<file path="config.mk">
export PLATFORM = sky130hd
export DESIGN_NAME = positional_pid_with_clamps_top
export DESIGN_NICKNAME = d
export VERILOG_FILES = /design/src/rtl/ppid_pkg.sv /design/src/rtl/positional_pid_with_clamps_top.sv /design/src/rtl/ppid_front.sv /design/src/rtl/ppid_mult.sv /design/src/rtl/ppid_back.sv
export VERILOG_INCLUDE_DIRS = /design/src /design/src/rtl
export SDC_FILE = /design/constraint.sdc
export NUM_CORES = 2
export LEC_CHECK = 0
export BUFFER_PORTS_ARGS = -buffer_cell sky130_fd_sc_hd__buf_2
export CORE_UTILIZATION = 67
export DETAILED_ROUTE_END_ITERATION = 7
export PLACE_DENSITY = 0.84
export SETUP_SLACK_MARGIN = 0.2
export SLEW_MARGIN = 5
export SYNTH_ARGS = -nofsm -noshare
export SYNTH_HDL_FRONTEND = slang
export SYNTH_SLANG_ARGS = --single-unit
</file>
<file path="constraint.sdc">
create_clock -name clk -period 22.2 [get_ports clk]
set_input_delay 4.44 -clock clk [delete_from_list [all_inputs] [get_ports clk]]
set_output_delay 4.44 -clock clk [all_outputs]
set_load 0.01 [all_outputs]
</file>
<file path="src/rtl/assert_macros.svh">
// Assertion macros shared by the controller modules.
// Included by the modules that carry concurrent assertions; depends on nothing.
`ifndef ASSERT_MACROS_SVH
`define ASSERT_MACROS_SVH

// The consequent must hold in the same cycle as the antecedent.
`define PPID_ASSERT_IMP(lbl, clk, rst_n, ante, cons, msg) \
    lbl: assert property (@(posedge clk) disable iff (!rst_n) (ante) |-> (cons)) \
        else $error(msg);

// The consequent must hold in the cycle after the antecedent.
`define PPID_ASSERT_NXT(lbl, clk, rst_n, ante, cons, msg) \
    lbl: assert property (@(posedge clk) disable iff (!rst_n) (ante) |=> (cons)) \
        else $error(msg);

`endif

</file>
<file path="src/rtl/ppid_pkg.sv">
// Shared types and constants for the positional PID controller.
// Used by every module of the block; depends on nothing.
package ppid_pkg;

    localparam int DATA_WIDTH_DEF  = 16;
    localparam int FRAC_BITS_DEF   = 12;
    localparam int GAIN_WIDTH      = 16;
    localparam int INTEG_WIDTH     = 12;
    localparam int INTEG_LIMIT     = 2000;
    localparam int CFG_INDEX_WIDTH = 2;

    typedef logic [CFG_INDEX_WIDTH-1:0] cfg_index_t;
    typedef logic signed [GAIN_WIDTH-1:0] gain_t;

    localparam cfg_index_t REG_GAIN_PROP  = 2'd0;
    localparam cfg_index_t REG_GAIN_INTEG = 2'd1;
    localparam cfg_index_t REG_GAIN_DERIV = 2'd2;

    localparam gain_t GAIN_PROP_RESET  = 16'sd614;
    localparam gain_t GAIN_INTEG_RESET = 16'sd41;
    localparam gain_t GAIN_DERIV_RESET = 16'sd41;

    typedef struct packed {
        gain_t prop;
        gain_t integ;
        gain_t deriv;
    } gains_t;

endpackage

</file>
<file path="src/rtl/positional_pid_with_clamps_top.sv">
// Top level of the positional PID controller with integral and output clamps.
// Depends on ppid_pkg, ppid_front, ppid_mult and ppid_back.
//
// Channel   Signals                                 Direction
// sample    sample_valid/stall, measured, setpoint,   in
//           out_limit
// result    result_valid/stall, drive               out
// config    cfg_valid/ready, cfg_index, cfg_data    in
//
// One sample is accepted every cycle unless the result channel stalls; its result
// is registered in the error stage, the multiplier stage and the sum and clamp
// stage, one register each.
// Reset clears the gains to their defaults and the integral and previous error to zero.
// A stall on the result channel holds every filled stage; empty stages still fill.
// Configuration writes are always taken; index three is ignored.
module positional_pid_with_clamps_top #(
    parameter int DATA_WIDTH = ppid_pkg::DATA_WIDTH_DEF,
    parameter int FRAC_BITS  = ppid_pkg::FRAC_BITS_DEF
) (
    input  logic                           clk,
    input  logic                           rst_n,
    input  logic                           sample_valid,
    output logic                           sample_stall,
    input  logic signed [DATA_WIDTH-1:0]   measured,
    input  logic signed [DATA_WIDTH-1:0]   setpoint,
    input  logic        [DATA_WIDTH-2:0]   out_limit,
    output logic                           result_valid,
    input  logic                           result_stall,
    output logic signed [DATA_WIDTH-1:0]   drive,
    input  logic                           cfg_valid,
    output logic                           cfg_ready,
    input  ppid_pkg::cfg_index_t           cfg_index,
    input  logic [ppid_pkg::GAIN_WIDTH-1:0] cfg_data
);
    import ppid_pkg::*;

    gains_t gains_reg;

    logic                                 f_valid;
    logic                                 f_stall;
    logic signed [DATA_WIDTH:0]           f_err;
    logic signed [INTEG_WIDTH-1:0]        f_integ;
    logic signed [DATA_WIDTH+1:0]         f_deriv;
    logic        [DATA_WIDTH-2:0]         f_limit;

    logic                                 m_valid;
    logic                                 m_stall;
    logic signed [GAIN_WIDTH+DATA_WIDTH:0]   m_prop;
    logic signed [GAIN_WIDTH+INTEG_WIDTH-1:0] m_integ;
    logic signed [GAIN_WIDTH+DATA_WIDTH+1:0] m_deriv;
    logic        [DATA_WIDTH-2:0]         m_limit;

    assign cfg_ready = 1'b1;

    always_ff @(posedge clk or negedge rst_n)
    begin
        if (!rst_n)
        begin
            gains_reg.prop  <= GAIN_PROP_RESET;
            gains_reg.integ <= GAIN_INTEG_RESET;
            gains_reg.deriv <= GAIN_DERIV_RESET;
        end
        else if (cfg_valid && cfg_ready)
        begin
            unique case (cfg_index)
                REG_GAIN_PROP:  gains_reg.prop  <= cfg_data;
                REG_GAIN_INTEG: gains_reg.integ <= cfg_data;
                REG_GAIN_DERIV: gains_reg.deriv <= cfg_data;
                default:        ;
            endcase
        end
    end

    ppid_front #(
        .DATA_WIDTH(DATA_WIDTH)
    ) u_front (
        .clk      (clk),
        .rst_n    (rst_n),
        .up_valid (sample_valid),
        .up_stall (sample_stall),
        .measured (measured),
        .setpoint (setpoint),
        .out_limit(out_limit),
        .dn_valid (f_valid),
        .dn_stall (f_stall),
        .err      (f_err),
        .integ    (f_integ),
        .deriv    (f_deriv),
        .limit    (f_limit)
    );

    ppid_mult #(
        .DATA_WIDTH(DATA_WIDTH)
    ) u_mult (
        .clk       (clk),
        .rst_n     (rst_n),
        .gains     (gains_reg),
        .up_valid  (f_valid),
        .up_stall  (f_stall),
        .err       (f_err),
        .integ     (f_integ),
        .deriv     (f_deriv),
        .limit_in  (f_limit),
        .dn_valid  (m_valid),
        .dn_stall  (m_stall),
        .prod_prop (m_prop),
        .prod_integ(m_integ),
        .prod_deriv(m_deriv),
        .limit_out (m_limit)
    );

    ppid_back #(
        .DATA_WIDTH(DATA_WIDTH),
        .FRAC_BITS (FRAC_BITS)
    ) u_back (
        .clk       (clk),
        .rst_n     (rst_n),
        .up_valid  (m_valid),
        .up_stall  (m_stall),
        .prod_prop (m_prop),
        .prod_integ(m_integ),
        .prod_deriv(m_deriv),
        .limit_in  (m_limit),
        .dn_valid  (result_valid),
        .dn_stall  (result_stall),
        .drive     (drive)
    );

endmodule

</file>
<file path="src/rtl/ppid_front.sv">
// First stage: error, clamped integral and derivative, with the controller state.
// Depends on ppid_pkg and assert_macros.svh.
`include "assert_macros.svh"

module ppid_front #(
    parameter int DATA_WIDTH = ppid_pkg::DATA_WIDTH_DEF
) (
    input  logic                                   clk,
    input  logic                                   rst_n,
    input  logic                                   up_valid,
    output logic                                   up_stall,
    input  logic signed [DATA_WIDTH-1:0]           measured,
    input  logic signed [DATA_WIDTH-1:0]           setpoint,
    input  logic        [DATA_WIDTH-2:0]           out_limit,
    output logic                                   dn_valid,
    input  logic                                   dn_stall,
    output logic signed [DATA_WIDTH:0]             err,
    output logic signed [ppid_pkg::INTEG_WIDTH-1:0] integ,
    output logic signed [DATA_WIDTH+1:0]           deriv,
    output logic        [DATA_WIDTH-2:0]           limit
);
    import ppid_pkg::*;

    localparam int EW  = DATA_WIDTH + 1;
    localparam int IW  = INTEG_WIDTH;
    localparam int ISW = ((IW > EW) ? IW : EW) + 1;
    localparam int DW  = EW + 1;
    localparam logic signed [ISW-1:0] LIM_HI = ISW'(INTEG_LIMIT);
    localparam logic signed [ISW-1:0] LIM_LO = ISW'(-INTEG_LIMIT);

    logic                        valid_reg;
    logic signed [IW-1:0]        integ_sum_reg;
    logic signed [EW-1:0]        prev_error_reg;
    logic signed [EW-1:0]        err_reg;
    logic signed [IW-1:0]        integ_reg;
    logic signed [DW-1:0]        deriv_reg;
    logic        [DATA_WIDTH-2:0] limit_reg;

    logic signed [EW-1:0]  err_next;
    logic signed [ISW-1:0] integ_raw;
    logic signed [IW-1:0]  integ_next;
    logic signed [DW-1:0]  deriv_next;
    logic                  accept;

    assign up_stall = valid_reg && dn_stall;
    assign accept   = up_valid && !up_stall;

    assign err_next   = EW'(setpoint) - EW'(measured);
    assign integ_raw  = ISW'(integ_sum_reg) + ISW'(err_next);
    assign deriv_next = DW'(err_next) - DW'(prev_error_reg);

    always_comb
    begin
        if (integ_raw > LIM_HI)
        begin
            integ_next = IW'(LIM_HI);
        end
        else if (integ_raw < LIM_LO)
        begin
            integ_next = IW'(LIM_LO);
        end
        else
        begin
            integ_next = IW'(integ_raw);
        end
    end

    always_ff @(posedge clk or negedge rst_n)
    begin
        if (!rst_n)
        begin
            valid_reg      <= 1'b0;
            integ_sum_reg  <= '0;
            prev_error_reg <= '0;
        end
        else
        begin
            if (!up_stall)
            begin
                valid_reg <= up_valid;
            end
            if (accept)
            begin
                integ_sum_reg  <= integ_next;
                prev_error_reg <= err_next;
            end
        end
    end

    always_ff @(posedge clk)
    begin
        if (accept)
        begin
            err_reg   <= err_next;
            integ_reg <= integ_next;
            deriv_reg <= deriv_next;
            limit_reg <= out_limit;
        end
    end

    assign dn_valid = valid_reg;
    assign err      = err_reg;
    assign integ    = integ_reg;
    assign deriv    = deriv_reg;
    assign limit    = limit_reg;

    `PPID_ASSERT_IMP(a_integ_bound, clk, rst_n, 1'b1,
        (integ_sum_reg <= IW'(INTEG_LIMIT)) && (integ_sum_reg >= IW'(-INTEG_LIMIT)),
        "integral state outside its clamp range")
    `PPID_ASSERT_NXT(a_prev_error, clk, rst_n, accept,
        prev_error_reg == $past(err_next), "previous error not taken from accepted sample")
    `PPID_ASSERT_NXT(a_state_hold, clk, rst_n, !accept,
        $stable(integ_sum_reg) && $stable(prev_error_reg),
        "controller state changed without an accepted transaction")

endmodule

</file>
<file path="src/rtl/ppid_mult.sv">
// Second stage: the three gain products, registered.
// Depends on ppid_pkg.
module ppid_mult #(
    parameter int DATA_WIDTH = ppid_pkg::DATA_WIDTH_DEF
) (
    input  logic                                                       clk,
    input  logic                                                       rst_n,
    input  ppid_pkg::gains_t                                           gains,
    input  logic                                                       up_valid,
    output logic                                                       up_stall,
    input  logic signed [DATA_WIDTH:0]                                 err,
    input  logic signed [ppid_pkg::INTEG_WIDTH-1:0]                     integ,
    input  logic signed [DATA_WIDTH+1:0]                               deriv,
    input  logic        [DATA_WIDTH-2:0]                               limit_in,
    output logic                                                       dn_valid,
    input  logic                                                       dn_stall,
    output logic signed [ppid_pkg::GAIN_WIDTH+DATA_WIDTH:0]             prod_prop,
    output logic signed [ppid_pkg::GAIN_WIDTH+ppid_pkg::INTEG_WIDTH-1:0] prod_integ,
    output logic signed [ppid_pkg::GAIN_WIDTH+DATA_WIDTH+1:0]           prod_deriv,
    output logic        [DATA_WIDTH-2:0]                               limit_out
);
    import ppid_pkg::*;

    localparam int PW_P = GAIN_WIDTH + DATA_WIDTH + 1;
    localparam int PW_I = GAIN_WIDTH + INTEG_WIDTH;
    localparam int PW_D = GAIN_WIDTH + DATA_WIDTH + 2;

    logic                         valid_reg;
    logic signed [PW_P-1:0]       prop_reg;
    logic signed [PW_I-1:0]       integ_reg;
    logic signed [PW_D-1:0]       deriv_reg;
    logic        [DATA_WIDTH-2:0] limit_reg;
    logic                         accept;

    assign up_stall = valid_reg && dn_stall;
    assign accept   = up_valid && !up_stall;

    always_ff @(posedge clk or negedge rst_n)
    begin
        if (!rst_n)
        begin
            valid_reg <= 1'b0;
        end
        else if (!up_stall)
        begin
            valid_reg <= up_valid;
        end
    end

    always_ff @(posedge clk)
    begin
        if (accept)
        begin
            prop_reg  <= PW_P'(gains.prop) * PW_P'(err);
            integ_reg <= PW_I'(gains.integ) * PW_I'(integ);
            deriv_reg <= PW_D'(gains.deriv) * PW_D'(deriv);
            limit_reg <= limit_in;
        end
    end

    assign dn_valid   = valid_reg;
    assign prod_prop  = prop_reg;
    assign prod_integ = integ_reg;
    assign prod_deriv = deriv_reg;
    assign limit_out  = limit_reg;

endmodule

</file>
<file path="src/rtl/ppid_back.sv">
// Third stage: sum of products, shift toward zero, output clamp and result register.
// Depends on ppid_pkg and assert_macros.svh.
`include "assert_macros.svh"

module ppid_back #(
    parameter int DATA_WIDTH = ppid_pkg::DATA_WIDTH_DEF,
    parameter int FRAC_BITS  = ppid_pkg::FRAC_BITS_DEF
) (
    input  logic                                                       clk,
    input  logic                                                       rst_n,
    input  logic                                                       up_valid,
    output logic                                                       up_stall,
    input  logic signed [ppid_pkg::GAIN_WIDTH+DATA_WIDTH:0]             prod_prop,
    input  logic signed [ppid_pkg::GAIN_WIDTH+ppid_pkg::INTEG_WIDTH-1:0] prod_integ,
    input  logic signed [ppid_pkg::GAIN_WIDTH+DATA_WIDTH+1:0]           prod_deriv,
    input  logic        [DATA_WIDTH-2:0]                               limit_in,
    output logic                                                       dn_valid,
    input  logic                                                       dn_stall,
    output logic signed [DATA_WIDTH-1:0]                               drive
);
    import ppid_pkg::*;

    localparam int SUMW = GAIN_WIDTH + DATA_WIDTH + 4;

    logic                         valid_reg;
    logic signed [DATA_WIDTH-1:0] drive_reg;

    logic signed [SUMW-1:0]       sum;
    logic                         neg;
    logic        [SUMW-1:0]       mag;
    logic        [SUMW-1:0]       shifted;
    logic        [DATA_WIDTH-2:0] res_mag;
    logic signed [DATA_WIDTH-1:0] drive_next;
    logic                         accept;

    assign up_stall = valid_reg && dn_stall;
    assign accept   = up_valid && !up_stall;

    assign sum     = SUMW'(prod_prop) + SUMW'(prod_integ) + SUMW'(prod_deriv);
    assign neg     = sum[SUMW-1];
    assign mag     = neg ? SUMW'(-sum) : SUMW'(sum);
    assign shifted = mag >> FRAC_BITS;
    assign res_mag = (shifted > SUMW'(limit_in)) ? limit_in : shifted[DATA_WIDTH-2:0];

    always_comb
    begin
        if (neg)
        begin
            drive_next = -$signed({1'b0, res_mag});
        end
        else
        begin
            drive_next = $signed({1'b0, res_mag});
        end
    end

    always_ff @(posedge clk or negedge rst_n)
    begin
        if (!rst_n)
        begin
            valid_reg <= 1'b0;
        end
        else if (!up_stall)
        begin
            valid_reg <= up_valid;
        end
    end

    always_ff @(posedge clk)
    begin
        if (accept)
        begin
            drive_reg <= drive_next;
        end
    end

    assign dn_valid = valid_reg;
    assign drive    = drive_reg;

    `PPID_ASSERT_NXT(a_drive_clamp, clk, rst_n, accept,
        (drive_reg <= $signed({1'b0, $past(limit_in)}))
            && (drive_reg >= -$signed({1'b0, $past(limit_in)})),
        "drive outside the limit of its transaction")
    `PPID_ASSERT_NXT(a_zero_limit, clk, rst_n, accept && (limit_in == '0),
        drive_reg == '0, "zero limit did not give zero drive")
    `PPID_ASSERT_NXT(a_result_held, clk, rst_n, valid_reg && dn_stall,
        valid_reg && $stable(drive_reg), "stalled result lost or changed")

endmodule

</file>
==> summary.txt <==
Worst setup path
  – Crit path launch type: primary input
  – Maximum net fanout on the critical path: 6
  – R2R cell count: 24
  – CP Capture Type: flop
  – Flop-to-flop setup slack: 13.86 ns
  – Reg2Reg Capture Point: u_mult.prod_deriv[32]$_DFFE_PP_
  – Crit path launch: measured[1]
  – Worst r2r src: gains_reg[1]$_DFFE_PN0P_
  – Kind of critical path: in2reg
  – CP endpoint: u_front.integ_sum_reg[4]$_DFFE_PN0P_
  – Worst path required time: 22.64 ns
  – Crit path DAT: 10.03 ns

STA
  – Max Slew Vio Count: 0
  – Final Hold Viols: 0
  – Fmax: 104 MHz
  – Skew final: 0.0264 ns
  – Worst Tran Pin Value: 0.966 ns
  – Final period util: around 43%
  – Worst slew margin: 35.6%
  – Hold slack: 0.416 ns
  – Tmin final: around 9.6 ns
  – Endpoints failing setup: 0
  – Total negative slack: 0 ns
  – RSZ-0062 raised after global routing: no

Global routing
  – Global Route Usage Sum: between 30 and 40%
  – Initial antenna violation count: 8
  – Total gr overflow: 0
  – Largest net degree at the start of global routing: 76
  – Number of global-route vias before repair: 33200
  – Global-route wire length before repair: between 150000 and 200000 µm

Floorplanning
  – Die H: 255 µm
  – Core Area: around 63000 µm²
  – Total die area: 65000 µm²
  – Initial Util: 67.9%
  – Std cell rows: 92
  – Die X: 255 µm
  – I/O Pins: 89

Run
  – Maximum capacitance violations: 0

Logic synthesis
  – Unique masters post-synth: 92
  – Cell count after synthesis: 4378
  – Syn Nets: around 5600
  – YS warnings: 0
  – Post-Synthesis Cell Area: 42900 µm²
  – Largest cells by area after synthesis: fa_1 36%, edfxtp_1 13%, ha_1 9.6%
  – Seq/Total Area, Yosys: 17.9%
  – Yosys reg bits: 268
  – Number of synthesized flops with an enable pin: around 190
  – Synth top area share: 36.5%
  – Syn avg cell area: 9.80 µm²
  – Largest area contributor in the netlist: fa_1
  – Primary FF master, synth: edfxtp_1
  – Post-synth ARST share: between 20 and 30%

Drt
  – Final ANT Viol Nets: 0
  – Total iterations of the first detailed-routing run: 5
  – DR WL/cell: 19.6 µm
  – Vias per cell: 5.87
  – DRC viols: 0
  – Initial drt markers: 2449
  – Detailed Route WL: ~100000 µm
  – Vias: 30800

Clock tree
  – CTS Hold Buffers Added: 0
  – Clk buf depth: 3
  – Total CTS buffers: 35
  – Clk sink count: about 270
  – Clk Latency, worst-skew pair: 0.57 ns
  – Root Buffer: clkbuf_16
  – Cts repair resizes: 0
  – Number of H-tree levels: 2
  – CTS tree: built
  – Post-CTS setup buffers: 0
  – Worst-path clk slew: 0.06 ns

Layout
  – Most frequent cells in the layout: 885 x inv_1, 782 x fa_1, 538 x nand2_1
  – Max reg flops: 48
  – Area grow syn2layout: 5.18%
  – Layout filler cell count: 4451
  – Share of layout cells above drive strength 1: under 10%
  – Nets@finish: 5554
  – Commonest non-fill, non-tap cell in the layout: inv_1

Worst hold path
  – Hold Path Class: reg2reg

Placed design
  – Dpl hpwl: 81800 µm
  – I/O Buffers: 87
  – Placer Congestion: about 0.95

Run status
  – Status: completed
==> cell type report <==
class,instances,area (µm²),share of cell area [%]
multi-input combinational,3082,31400,69.5
clock buffer,41,941,2.09
timing repair buffer,101,543,1.20
inverter,886,3330,7.37
antenna,2,5.00,0.0111
clock inverter,23,216,0.480
tap,846,1060,2.35
sequential,268,7660,17.0
==> metal layers <==
layer / share of wire, % / track usage [%]
met1: 37 / 41.6
met2: 48 / 56.1
met3: 8.3 / 7.32
met4: 6.7 / 19.5
met5: 0.054 / 0
==> cells by family (layout without fill, tap and decap cells) <==
group	Yosys count	count (layout)	synth area share [%]
AOI/OAI and AO/OA	466	466	7.22
other	1	3	0.00874
DFF	268	268	17.9
muxes	68	68	1.76
adders and majority gates	1110	1110	46.1
and+or+nand+nor	1265	1265	14.5
xor gates and xnor gates	172	172	3.51
buffers and inverters	1028	1051	9.06
==> cells in the mapped netlist (all sizes together), types with 11 or more instances <==
master,instances
o31ai,15
o21a,25
mux2,59
dfrtp,69
xor2,34
a21oi,126
o21ai,122
ha,328
edfxtp,188
and2,291
or3,17
fa,782
inv,885
dfstp,11
and3,23
nand3,46
a21boi,22
nand2,539
nand2b,67
nor2b,22
nor4,12
a21o,34
xnor2,138
nor3,46
o211ai,13
nand4,14
clkbuf,126
nor2,143
a211oi,13
buf,16
==> metrics by stage <==
step           utilization (%)  cell area (µm²)  instances  setup WS (ns)
6_report                  71.4            45100       5249          12.61
5_1_grt                   71.4            45100       5247          11.89
4_1_cts                   71.4            45100       5247          12.70
3_5_place_dp              69.5            44000       5183          12.15
3_3_place_gp              69.5            44000       5183          12.23
2_1_floorplan                -            42900       4378          12.92
==> worst min path at each step <==
stage                                    start                            end  slack, ns  depth (start not counted)
floorplan           u_front.limit[0]$_DFFE_PP_  u_mult.limit_out[0]$_DFFE_PP_       0.40                          0
global placement    u_front.limit[9]$_DFFE_PP_  u_mult.limit_out[9]$_DFFE_PP_       0.40                          0
detailed placement  u_front.limit[2]$_DFFE_PP_  u_mult.limit_out[2]$_DFFE_PP_       0.41                          0
CTS                 u_front.limit[2]$_DFFE_PP_  u_mult.limit_out[2]$_DFFE_PP_       0.42                          0
global route        u_front.limit[9]$_DFFE_PP_  u_mult.limit_out[9]$_DFFE_PP_       0.43                          0
finish              u_front.limit[2]$_DFFE_PP_  u_mult.limit_out[2]$_DFFE_PP_       0.42                          0
==> critical path: stages <==
cell      delay [ns]
buf_2           0.10
inv_1           0.09
ha_1            0.23
nor2b_1         0.13
o21ai_0         0.19
a21boi_0        0.15
o21ai_0         0.24
a21boi_0        0.15
o21ai_0         0.22
a21boi_0        0.15
o21ai_0         0.22
a21boi_0        0.15
o21ai_0         0.26
nor3b_1         0.22
nor2_1          0.12
ha_1            0.25
or3_1           0.36
or3_1           0.37
a311oi_1        0.37
or4_1           0.17
nand3_1         0.12
nor4_2          0.43
mux2i_1         0.28
or2_2           0.36
mux2_2          0.26
Power is left out: the tool's default activity adds up to more than one toggle a clock period on the data nets, which glitch-free logic cannot reach.
